### src/rtl/core/spq_pkg.sv
// ============================================================================
// spq_pkg
// Shared widths, codes and control types for the sorted priority queue.
// ============================================================================
`default_nettype none

package spq_pkg;

    // Field widths.
    localparam int KEY_W     = 32;
    localparam int PAY_W     = 32;
    localparam int COUNT_W   = 5;
    localparam int STATUS_W  = 2;

    // Default number of entry cells.
    localparam int DEFAULT_CAPACITY = 16;

    // Command codes.
    localparam logic CMD_INSERT = 1'b0;
    localparam logic CMD_REMOVE = 1'b1;

    // Result status codes.
    typedef enum logic [STATUS_W-1:0] {
        ST_OK    = 2'd0,
        ST_EMPTY = 2'd1,
        ST_FULL  = 2'd2
    } status_t;

    // Broadcast control that every cell sees in the same cycle.
    typedef struct packed {
        logic                    ins;
        logic                    rem;
        logic signed [KEY_W-1:0] key;
        logic        [PAY_W-1:0] payload;
    } ctl_t;

endpackage

`default_nettype wire

### src/rtl/core/spq_cell.sv
// ============================================================================
// spq_cell
// One entry cell of the shift-register queue: holds a key and a payload and
// exchanges them with its neighbors on insert and remove.
// ============================================================================
`default_nettype none

module spq_cell (
    input  wire logic                            clk,
    input  wire spq_pkg::ctl_t                   ctl,
    input  wire logic                            occupied,
    input  wire logic                            prev_keep,
    input  wire logic signed [spq_pkg::KEY_W-1:0] prev_key,
    input  wire logic        [spq_pkg::PAY_W-1:0] prev_payload,
    input  wire logic signed [spq_pkg::KEY_W-1:0] next_key,
    input  wire logic        [spq_pkg::PAY_W-1:0] next_payload,
    output logic                                 keep,
    output logic signed [spq_pkg::KEY_W-1:0]     key_q,
    output logic        [spq_pkg::PAY_W-1:0]     payload_q
);

    logic signed [spq_pkg::KEY_W-1:0] key_reg;
    logic signed [spq_pkg::KEY_W-1:0] key_next;
    logic        [spq_pkg::PAY_W-1:0] payload_reg;
    logic        [spq_pkg::PAY_W-1:0] payload_next;

    // The cell keeps its entry on insert when it holds a key not above the new one.
    assign keep = occupied && (key_reg <= ctl.key);

    // Next entry: hold, take the new item, take the left neighbor or the right one.
    // Insert and remove never occur together.
    always_comb
    begin
        key_next     = key_reg;
        payload_next = payload_reg;
        if (ctl.ins)
        begin
            if (!keep)
            begin
                if (prev_keep)
                begin
                    key_next     = ctl.key;
                    payload_next = ctl.payload;
                end
                else
                begin
                    key_next     = prev_key;
                    payload_next = prev_payload;
                end
            end
        end
        else if (ctl.rem)
        begin
            key_next     = next_key;
            payload_next = next_payload;
        end
    end

    // Entry storage has no reset; occupancy comes from the count.
    always_ff @(posedge clk)
    begin
        key_reg     <= key_next;
        payload_reg <= payload_next;
    end

    assign key_q     = key_reg;
    assign payload_q = payload_reg;

endmodule

`default_nettype wire

### src/rtl/core/sorted_priority_queue_unit.sv
// ============================================================================
// sorted_priority_queue_unit
// Priority queue kept sorted by ascending signed key in a chain of cells.
// ============================================================================
// The result of an accepted item is registered and appears on the outputs in
// the next cycle. Throughput: one item per cycle while the result register is
// free or being drained; every cell compares against the new key in parallel
// and shifts by one position.
// Reset clears the entry count and the output valid; entry storage is not reset.
`default_nettype none

module sorted_priority_queue_unit #(
    parameter int CAPACITY = spq_pkg::DEFAULT_CAPACITY
) (
    input  wire logic                             clk,
    input  wire logic                             rst_n,
    input  wire logic                             in_valid,
    output logic                                  in_ready,
    input  wire logic                             cmd,
    input  wire logic signed [spq_pkg::KEY_W-1:0]  key,
    input  wire logic        [spq_pkg::PAY_W-1:0]  payload,
    output logic                                  out_valid,
    input  wire logic                             out_ready,
    output logic        [spq_pkg::STATUS_W-1:0]   status,
    output logic signed [spq_pkg::KEY_W-1:0]      out_key,
    output logic        [spq_pkg::PAY_W-1:0]      out_payload,
    output logic        [spq_pkg::COUNT_W-1:0]    count
);

    localparam int CNT_W = $clog2(CAPACITY + 1);
    localparam logic [CNT_W-1:0] CAP_CNT = CNT_W'(CAPACITY);

    logic                    accept;
    logic                    full;
    logic                    empty;
    spq_pkg::ctl_t           ctl;
    logic [CNT_W-1:0]        count_reg;
    logic [CNT_W-1:0]        count_next;

    logic                    out_valid_reg;
    logic                    out_valid_next;
    spq_pkg::status_t        status_reg;
    spq_pkg::status_t        status_next;
    logic signed [spq_pkg::KEY_W-1:0] out_key_reg;
    logic signed [spq_pkg::KEY_W-1:0] out_key_next;
    logic [spq_pkg::PAY_W-1:0]        out_payload_reg;
    logic [spq_pkg::PAY_W-1:0]        out_payload_next;
    logic [spq_pkg::COUNT_W-1:0]      count_out_reg;
    logic [spq_pkg::COUNT_W-1:0]      count_out_next;

    logic signed [spq_pkg::KEY_W-1:0] cell_key     [CAPACITY];
    logic        [spq_pkg::PAY_W-1:0] cell_payload [CAPACITY];
    logic                             cell_keep    [CAPACITY];
    logic                             cell_occ     [CAPACITY];

    // Input is taken whenever the result register is free or being drained.
    assign in_ready = !out_valid_reg || out_ready;
    assign accept   = in_valid && in_ready;
    assign full     = (count_reg == CAP_CNT);
    assign empty    = (count_reg == '0);

    // Broadcast control to the cell chain.
    always_comb
    begin
        ctl.ins     = accept && (cmd == spq_pkg::CMD_INSERT) && !full;
        ctl.rem     = accept && (cmd == spq_pkg::CMD_REMOVE) && !empty;
        ctl.key     = key;
        ctl.payload = payload;
    end

    // Cell chain; cell i is occupied while i is below the count.
    for (genvar i = 0; i < CAPACITY; i++)
    begin : g_cell
        logic                             p_keep;
        logic signed [spq_pkg::KEY_W-1:0] p_key;
        logic        [spq_pkg::PAY_W-1:0] p_payload;
        logic signed [spq_pkg::KEY_W-1:0] n_key;
        logic        [spq_pkg::PAY_W-1:0] n_payload;

        assign cell_occ[i] = (CNT_W'(i) < count_reg);

        if (i == 0)
        begin : g_head
            assign p_keep    = 1'b1;
            assign p_key     = '0;
            assign p_payload = '0;
        end
        else
        begin : g_body
            assign p_keep    = cell_keep[i-1];
            assign p_key     = cell_key[i-1];
            assign p_payload = cell_payload[i-1];
        end

        if (i == CAPACITY - 1)
        begin : g_tail
            assign n_key     = '0;
            assign n_payload = '0;
        end
        else
        begin : g_inner
            assign n_key     = cell_key[i+1];
            assign n_payload = cell_payload[i+1];
        end

        spq_cell u_cell (
            .clk          (clk),
            .ctl          (ctl),
            .occupied     (cell_occ[i]),
            .prev_keep    (p_keep),
            .prev_key     (p_key),
            .prev_payload (p_payload),
            .next_key     (n_key),
            .next_payload (n_payload),
            .keep         (cell_keep[i]),
            .key_q        (cell_key[i]),
            .payload_q    (cell_payload[i])
        );
    end

    // Count update and result formation.
    always_comb
    begin
        count_next       = count_reg;
        out_valid_next   = out_valid_reg && !out_ready;
        status_next      = status_reg;
        out_key_next     = out_key_reg;
        out_payload_next = out_payload_reg;
        count_out_next   = count_out_reg;

        if (ctl.ins)
        begin
            count_next = count_reg + CNT_W'(1);
        end
        else if (ctl.rem)
        begin
            count_next = count_reg - CNT_W'(1);
        end

        if (accept)
        begin
            out_valid_next   = 1'b1;
            out_key_next     = '0;
            out_payload_next = '0;
            count_out_next   = spq_pkg::COUNT_W'(count_next);
            priority if (cmd == spq_pkg::CMD_INSERT)
            begin
                status_next = full ? spq_pkg::ST_FULL : spq_pkg::ST_OK;
            end
            else if (empty)
            begin
                status_next = spq_pkg::ST_EMPTY;
            end
            else
            begin
                status_next      = spq_pkg::ST_OK;
                out_key_next     = cell_key[0];
                out_payload_next = cell_payload[0];
            end
        end
    end

    // Control registers.
    always_ff @(posedge clk or negedge rst_n)
    begin
        if (!rst_n)
        begin
            count_reg     <= '0;
            out_valid_reg <= 1'b0;
        end
        else
        begin
            count_reg     <= count_next;
            out_valid_reg <= out_valid_next;
        end
    end

    // Result payload registers.
    always_ff @(posedge clk)
    begin
        status_reg      <= status_next;
        out_key_reg     <= out_key_next;
        out_payload_reg <= out_payload_next;
        count_out_reg   <= count_out_next;
    end

    assign out_valid   = out_valid_reg;
    assign status      = status_reg;
    assign out_key     = out_key_reg;
    assign out_payload = out_payload_reg;
    assign count       = count_out_reg;

    // The count never exceeds the number of cells.
    a_count_range: assert property (@(posedge clk) disable iff (!rst_n)
        count_reg <= CAP_CNT)
        else $error("entry count above capacity");

    // A successful insert grows the count by exactly one.
    a_insert_count: assert property (@(posedge clk) disable iff (!rst_n)
        ctl.ins |=> count_reg == $past(count_reg) + CNT_W'(1))
        else $error("insert did not advance the count");

    // The two front cells stay in ascending key order.
    a_front_sorted: assert property (@(posedge clk) disable iff (!rst_n)
        (count_reg >= CNT_W'(2)) |-> (cell_key[0] <= cell_key[1]))
        else $error("front cells out of order");

    // An empty result carries zero key and zero count.
    a_empty_result: assert property (@(posedge clk) disable iff (!rst_n)
        (out_valid_reg && status_reg == spq_pkg::ST_EMPTY)
            |-> (out_key_reg == '0 && count_out_reg == '0))
        else $error("empty result with nonzero fields");

endmodule

`default_nettype wire
### config.mk
export PLATFORM = sky130hd
export DESIGN_NAME = sorted_priority_queue_unit
export DESIGN_NICKNAME = d
export VERILOG_FILES = /design/src/rtl/core/spq_pkg.sv /design/src/rtl/core/spq_cell.sv /design/src/rtl/core/sorted_priority_queue_unit.sv
export SDC_FILE = /design/constraint.sdc
export NUM_CORES = 2
export LEC_CHECK = 0
export ABC_AREA = 1
export BUFFER_PORTS_ARGS = -buffer_cell sky130_fd_sc_hd__buf_4
export CORE_MARGIN = 2
export CORE_UTILIZATION = 37
export DETAILED_ROUTE_END_ITERATION = 10
export SYNTH_ARGS = -nofsm -noshare
export SYNTH_HDL_FRONTEND = slang
export SYNTH_SLANG_ARGS = --single-unit
### constraint.sdc
create_clock -name clk -period 9.63 [get_ports clk]
set_input_delay 1.4445 -clock clk [delete_from_list [all_inputs] [get_ports clk]]
set_output_delay 1.4445 -clock clk [all_outputs]
set_load 0.03 [all_outputs]
Yosys cells after proc, flatten, opt, wreduce, memory -nomap -nowiden
Cells that the tools add are included.
{"block": "totals", "word_cells": 267, "in_bits": 69, "register_bits": 1101}
{"block": "op_classes", "bitwise": 1, "reduce_logical": 46, "mux": 131, "order_cmp": 32, "n_eq_ne": 17, "add_sub_neg": 2}
{"cell": "two-way mux 32 bit", "n": 125}
{"cell": "less-or-equal comparator 32 bit", "n": 16}
{"cell": "less-than comparator 4 x 5 -> 1 bit (first input constant)", "n": 8}
{"cell": "inequality test 2 bit (second input constant)", "n": 16}
{"cell": "AND reduction 2 bit", "n": 16}
{"cell": "logical AND 1 bit", "n": 22}
{"cell": "less-than comparator 3 x 5 -> 1 bit (first input constant)", "n": 4}
{"cell": "less-than comparator 1 x 5 -> 1 bit (first input constant)", "n": 2}
{"cell": "less-than comparator 2 x 5 -> 1 bit (first input constant)", "n": 2}
{"cell": "two-way mux 5 bit", "n": 2}
{"cell": "adder 5 x 1 -> 5 bit (second input constant)", "n": 1}
{"cell": "equality test 5 bit (second input constant)", "n": 1}
{"cell": "logical NOT 5 bit", "n": 1}
{"cell": "subtractor 5 x 1 -> 5 bit (second input constant)", "n": 1}
{"cell": "logical NOT 1 bit", "n": 4}
{"cell": "two-way mux 2 bit", "n": 2}
{"cell": "two-way mux 1 bit", "n": 2}
{"cell": "nonzero test 2 bit", "n": 1}
{"cell": "OR reduction 2 bit", "n": 1}
{"cell": "logical OR 1 bit", "n": 1}
{"cell": "inverter 1 bit", "n": 1}

Depth between registers and ports, before layout
{"block": "logic_depth", "ltp_word": 7, "mapped_depth": 22, "ltp_nobuf": 20}

Hierarchy
A second synthesis with hierarchy kept.
{"block": "unflattened", "cells_unflattened": 8305, "hier_area_um2": 68962.4}
{"module": "spq_cell at g_cell[0].u_cell ...", "n_inst": 14, "area_per_inst_um2": 4072.7, "cells_per_inst": 500}
{"module": "spq_cell at g_cell[8].u_cell ...", "n_inst": 2, "area_per_inst_um2": 4055.1, "cells_per_inst": 498}
{"module": "sorted_priority_queue_unit", "n_inst": 1, "area_per_inst_um2": 3834.9, "cells_per_inst": 309}

Worst setup path before layout
OpenSTA, ideal clock, no wires.
{"block": "synth_path", "path_kind": "in2reg", "start": "input key[21] (netlist name)", "end": "register g_cell[14].u_cell.key_reg (netlist bit g_cell[14].u_cell.key_q[0]) (enable)", "stages": 13, "n_path_buf": 2, "arrival_ns": 6.274, "setup_slack_ns": 2.832, "t_required_ns": 9.106, "path_cell_list": "inv_1 -> ha_1 -> a21oi_1 -> nor2_1 -> nor2_1 -> nand3_1 -> a21oi_1 -> nand2_1 -> nand2_1 -> nand3_1 -> buf_2 -> buf_2 -> a31oi_1"}
{"block": "synth_via", "elab_chain_len": 4}
{"item": "start: declaration", "line_no": "sorted_priority_queue_unit.sv:20", "source": "input wire logic signed [spq_pkg::KEY_W-1:0] key,"}
{"item": "less-or-equal comparator 32 bit", "line_no": "spq_cell.sv:28", "source": "assign keep = occupied && (key_reg <= ctl.key);"}
{"item": "logical AND 1 bit", "line_no": "spq_cell.sv:28"}
{"item": "inequality test 2 bit (no line)"}
{"item": "AND reduction 2 bit (no line)"}
{"item": "end signal: assignment", "line_no": "spq_cell.sv:62", "source": "key_reg <= key_next;"}
{"item": "end: declaration", "line_no": "spq_cell.sv:22", "source": "logic signed [spq_pkg::KEY_W-1:0] key_reg;"}
No other way between the ends.
A chain may end at the register's enable or synchronous reset.

Final worst setup path
{"block": "layout_path", "start": "input key[31] (netlist name)", "end": "register g_cell[5].u_cell.key_reg (netlist bit g_cell[5].u_cell.key_q[4]) (enable)"}
{"block": "layout_via", "elab_chain_len": 4}
{"item": "less-or-equal comparator 32 bit", "line_no": "spq_cell.sv:28"}
{"item": "logical AND 1 bit", "line_no": "spq_cell.sv:28"}
{"item": "inequality test 2 bit (no line)"}
{"item": "AND reduction 2 bit (no line)"}
{"item": "end signal: assignment", "line_no": "spq_cell.sv:62"}
{"item": "end: declaration", "line_no": "spq_cell.sv:22"}
No other way between the ends.

==> results.json <==
{
  "status": "finished clean",
  "cp_data_arrival_time_ns": 6.83,
  "fin_skew_ns": 0.0363,
  "critPathRequiredTime_ns": 10.08,
  "critPathCaptureType": "register",
  "cts_buffers": 131,
  "reg2reg_to": "g_cell[3].u_cell.key_q[0]",
  "setup_viol": 0,
  "max_freq_mhz": 157,
  "max_slew_margin": 0.111,
  "gr-total-overflow": 0,
  "final_nets": 9819,
  "cts_hold_buffers": 0,
  "grt_first_pass_wirelength_um": 363000,
  "start_util": 0.373,
  "ir_drop_mv": 0.206,
  "cts-root-buf": "clkbuf_16",
  "dieHeight_um": 440,
  "place_congestion": 0.963,
  "worstRegToRegCells": 10,
  "area_growth_pct": 9.88,
  "critical_path_peak_fanout": 65,
  "place_area_um2": 73100,
  "syn-num-nets": 9894,
  "drtIter0Drc": 6221,
  "synthCells": 9310,
  "htree_levels": 4,
  "hold_viol_final": 0,
  "drtPass1Iterations": 8,
  "avgRoutedWirePerCell_um": 20.5,
  "clk_path_buf_depth": 3,
  "maxCapViolCount": 0,
  "coreArea_um2": 188000,
  "rsz0062_at_grt": "no",
  "grt_usage": 0.248,
  "async_reset_ff_frac": 0.00545,
  "routed_wirelength_um": 243000,
  "synth_edf_count": 1095,
  "min_period_ns": 6.38,
  "cts_tree": "yes",
  "die_x_um": 440,
  "drc": 0,
  "ys_seq_elements": 1101,
  "syn_area_um2": 70300,
  "regToRegStartpoint": "count_reg[1]",
  "ys_warn_count": 0,
  "power_density_nw_per_um2": 233,
  "postCtsSetupBuffers": 0,
  "yosysSeqAreaShare": 0.470,
  "antenna_found_initial": 9,
  "stdcell_area_um2": 77200,
  "num_io_pins": 142,
  "worstSkewPairLatency_ns": 0.82,
  "grt_max_degree": 185,
  "ys_types": 35,
  "tns_ns": 0,
  "max_slew.worst_pin.slew_ns": 1.32,
  "min_path_type": "in2async",
  "cts_sinks": 1101,
  "fin_crit_sh": 0.663,
  "cts_resized": 0,
  "synthTopCellsByArea": "edfxtp_1, nand2_1, ha_1",
  "drive_gt1_frac": 0.0475,
  "ys.flop_type": "edfxtp_1",
  "syn_avg_cell_area_um2": 7.55,
  "yosys.area.top_type": "edfxtp_1",
  "placementRows": 159,
  "avgViaCountPerCell": 5.10,
  "die-area_um2": 193000,
  "cts.clk_slew.worst_paths_ns": 0.06,
  "slew_violations": 0,
  "p_leak_nw": 43.1,
  "routed-via-count": 60300,
  "r2r_slack_ns": 3.97,
  "numPortBuffers": 141,
  "ant_nets": 0,
  "hpwlAfterDp_um": 156000,
  "path_class": "in2reg",
  "yosys.area.top_type_share": 0.468,
  "startpoint_type": "input port",
  "grt_pass1_vias": 57800
}
[cells by family after synthesis]
group	count (synthesis)	share of synthesized area
compound gates	456	0.0345
buf+inv	1544	0.0935
flops	1101	0.470
xor+xnor	3	0.000374
fa+ha+maj	515	0.0917
simple gates	5691	0.310
[metrics by stage]
step / util / cells / hold WS, ns / setup slack [ns] / total power, mW
final: 0.410 / 11800 / 0.456 / 3.25 / 18.0
after CTS: 0.410 / 11800 / 0.418 / 3.32 / 17.9
after global routing: 0.410 / 11800 / 0.440 / 2.97 / 18.9
after floorplan: - / 9310 / 0.494 / 2.83 / 10.8
after global placement: 0.388 / 11600 / 0.500 / 2.52 / 12.9
after detailed placement: 0.388 / 11600 / 0.506 / 2.47 / 13.0
[Yosys cell counts, types with 2 or more instances]
cell type / count
nand2_2: 8
a21o_1: 15
dfrtp_1: 6
nand2_1: 5214
edfxtp_1: 1095
a31oi_1: 2
a21oi_1: 290
buf_6: 37
o21ai_0: 109
buf_1: 10
nor2_1: 270
xor2_1: 3
nor4_2: 5
o21a_1: 30
buf_2: 158
clkbuf_1: 135
nand4_1: 45
inv_2: 2
inv_1: 1121
ha_1: 515
nor3b_2: 2
o21bai_1: 6
buf_4: 80
nand3_1: 133
o211ai_1: 2
nor3_1: 8
[critical path: stages]
cell and delay (ns):
buf_4 0.14, inv_1 0.59, ha_1 0.36, nand2_1 0.10
nor2_1 0.20, nand3_1 0.19, inv_2 0.10, nand2_1 0.06
nor2_1 0.12, nand2_1 0.09, nand4_1 0.10, nand3_1 0.12
nand2_4 0.76, nand2_4 0.89, nand2_4 0.91, buf_4 0.58
[area by class of cell]
cell class              instances  area (µm²)
inverters                    1124        4230
well taps                    2495        3120
flip-flops and latches       1101       33000
clock buffers                 171        3500
multi-input cells            6665       31000
repair buffers                212        1670
fillers                     19100      111000
clock inverters                68         604
diodes                          1        2.50
[per-layer routing]
| layer | global-route usage | share of wire | up-vias |
|---|---|---|---|
| li1 | - | - | 28800 |
| met1 | 0.332 | 0.42 | 28500 |
| met2 | 0.383 | 0.44 | 2554 |
| met3 | 0.0426 | 0.083 | 505 |
| met4 | 0.128 | 0.057 | 8 |
| met5 | 0 | 0.00021 | - |
[report_power, final]
part	switching (mW)	total (mW)	internal [mW]	leakage, nW
Sequential	0.573	7.09	6.51	10.4
Combinational	4.39	5.98	1.59	30.7
Clock	2.20	4.90	2.70	1.97
[worst max path at each step]
stage	to	startpoint	slack (ns)	cells after the start
finish	g_cell[5].u_cell.key_q[4]	key[31]	3.25	16
floorplan	g_cell[14].u_cell.key_q[0]	key[21]	2.83	13
global placement	g_cell[5].u_cell.key_q[7]	key[31]	2.52	16
detailed placement	g_cell[5].u_cell.key_q[4]	key[31]	2.47	16
CTS	g_cell[5].u_cell.key_q[4]	key[31]	3.32	16
global route	g_cell[5].u_cell.key_q[4]	key[31]	2.97	16
[layout by cell type (no fill, tap or decap), types with 5 or more instances in the layout]
cell type     n
o21a_1       30
o21ai_0     108
edfxtp_1   1095
clkinv_1     33
o21bai_1      6
nand4_1      45
clkbuf_16   133
a21o_1       15
nor4_2        5
nand2_1    5179
nor2_1      270
nand3_1     132
nor3_1        8
nand2_4      42
clkinv_8      6
clkinv_2     15
clkbuf_1     35
dfrtp_1       6
buf_4       206
a21oi_1     289
buf_12        5
ha_1        515
inv_1      1119
Note: power is estimated with default switching activity, not from simulation.
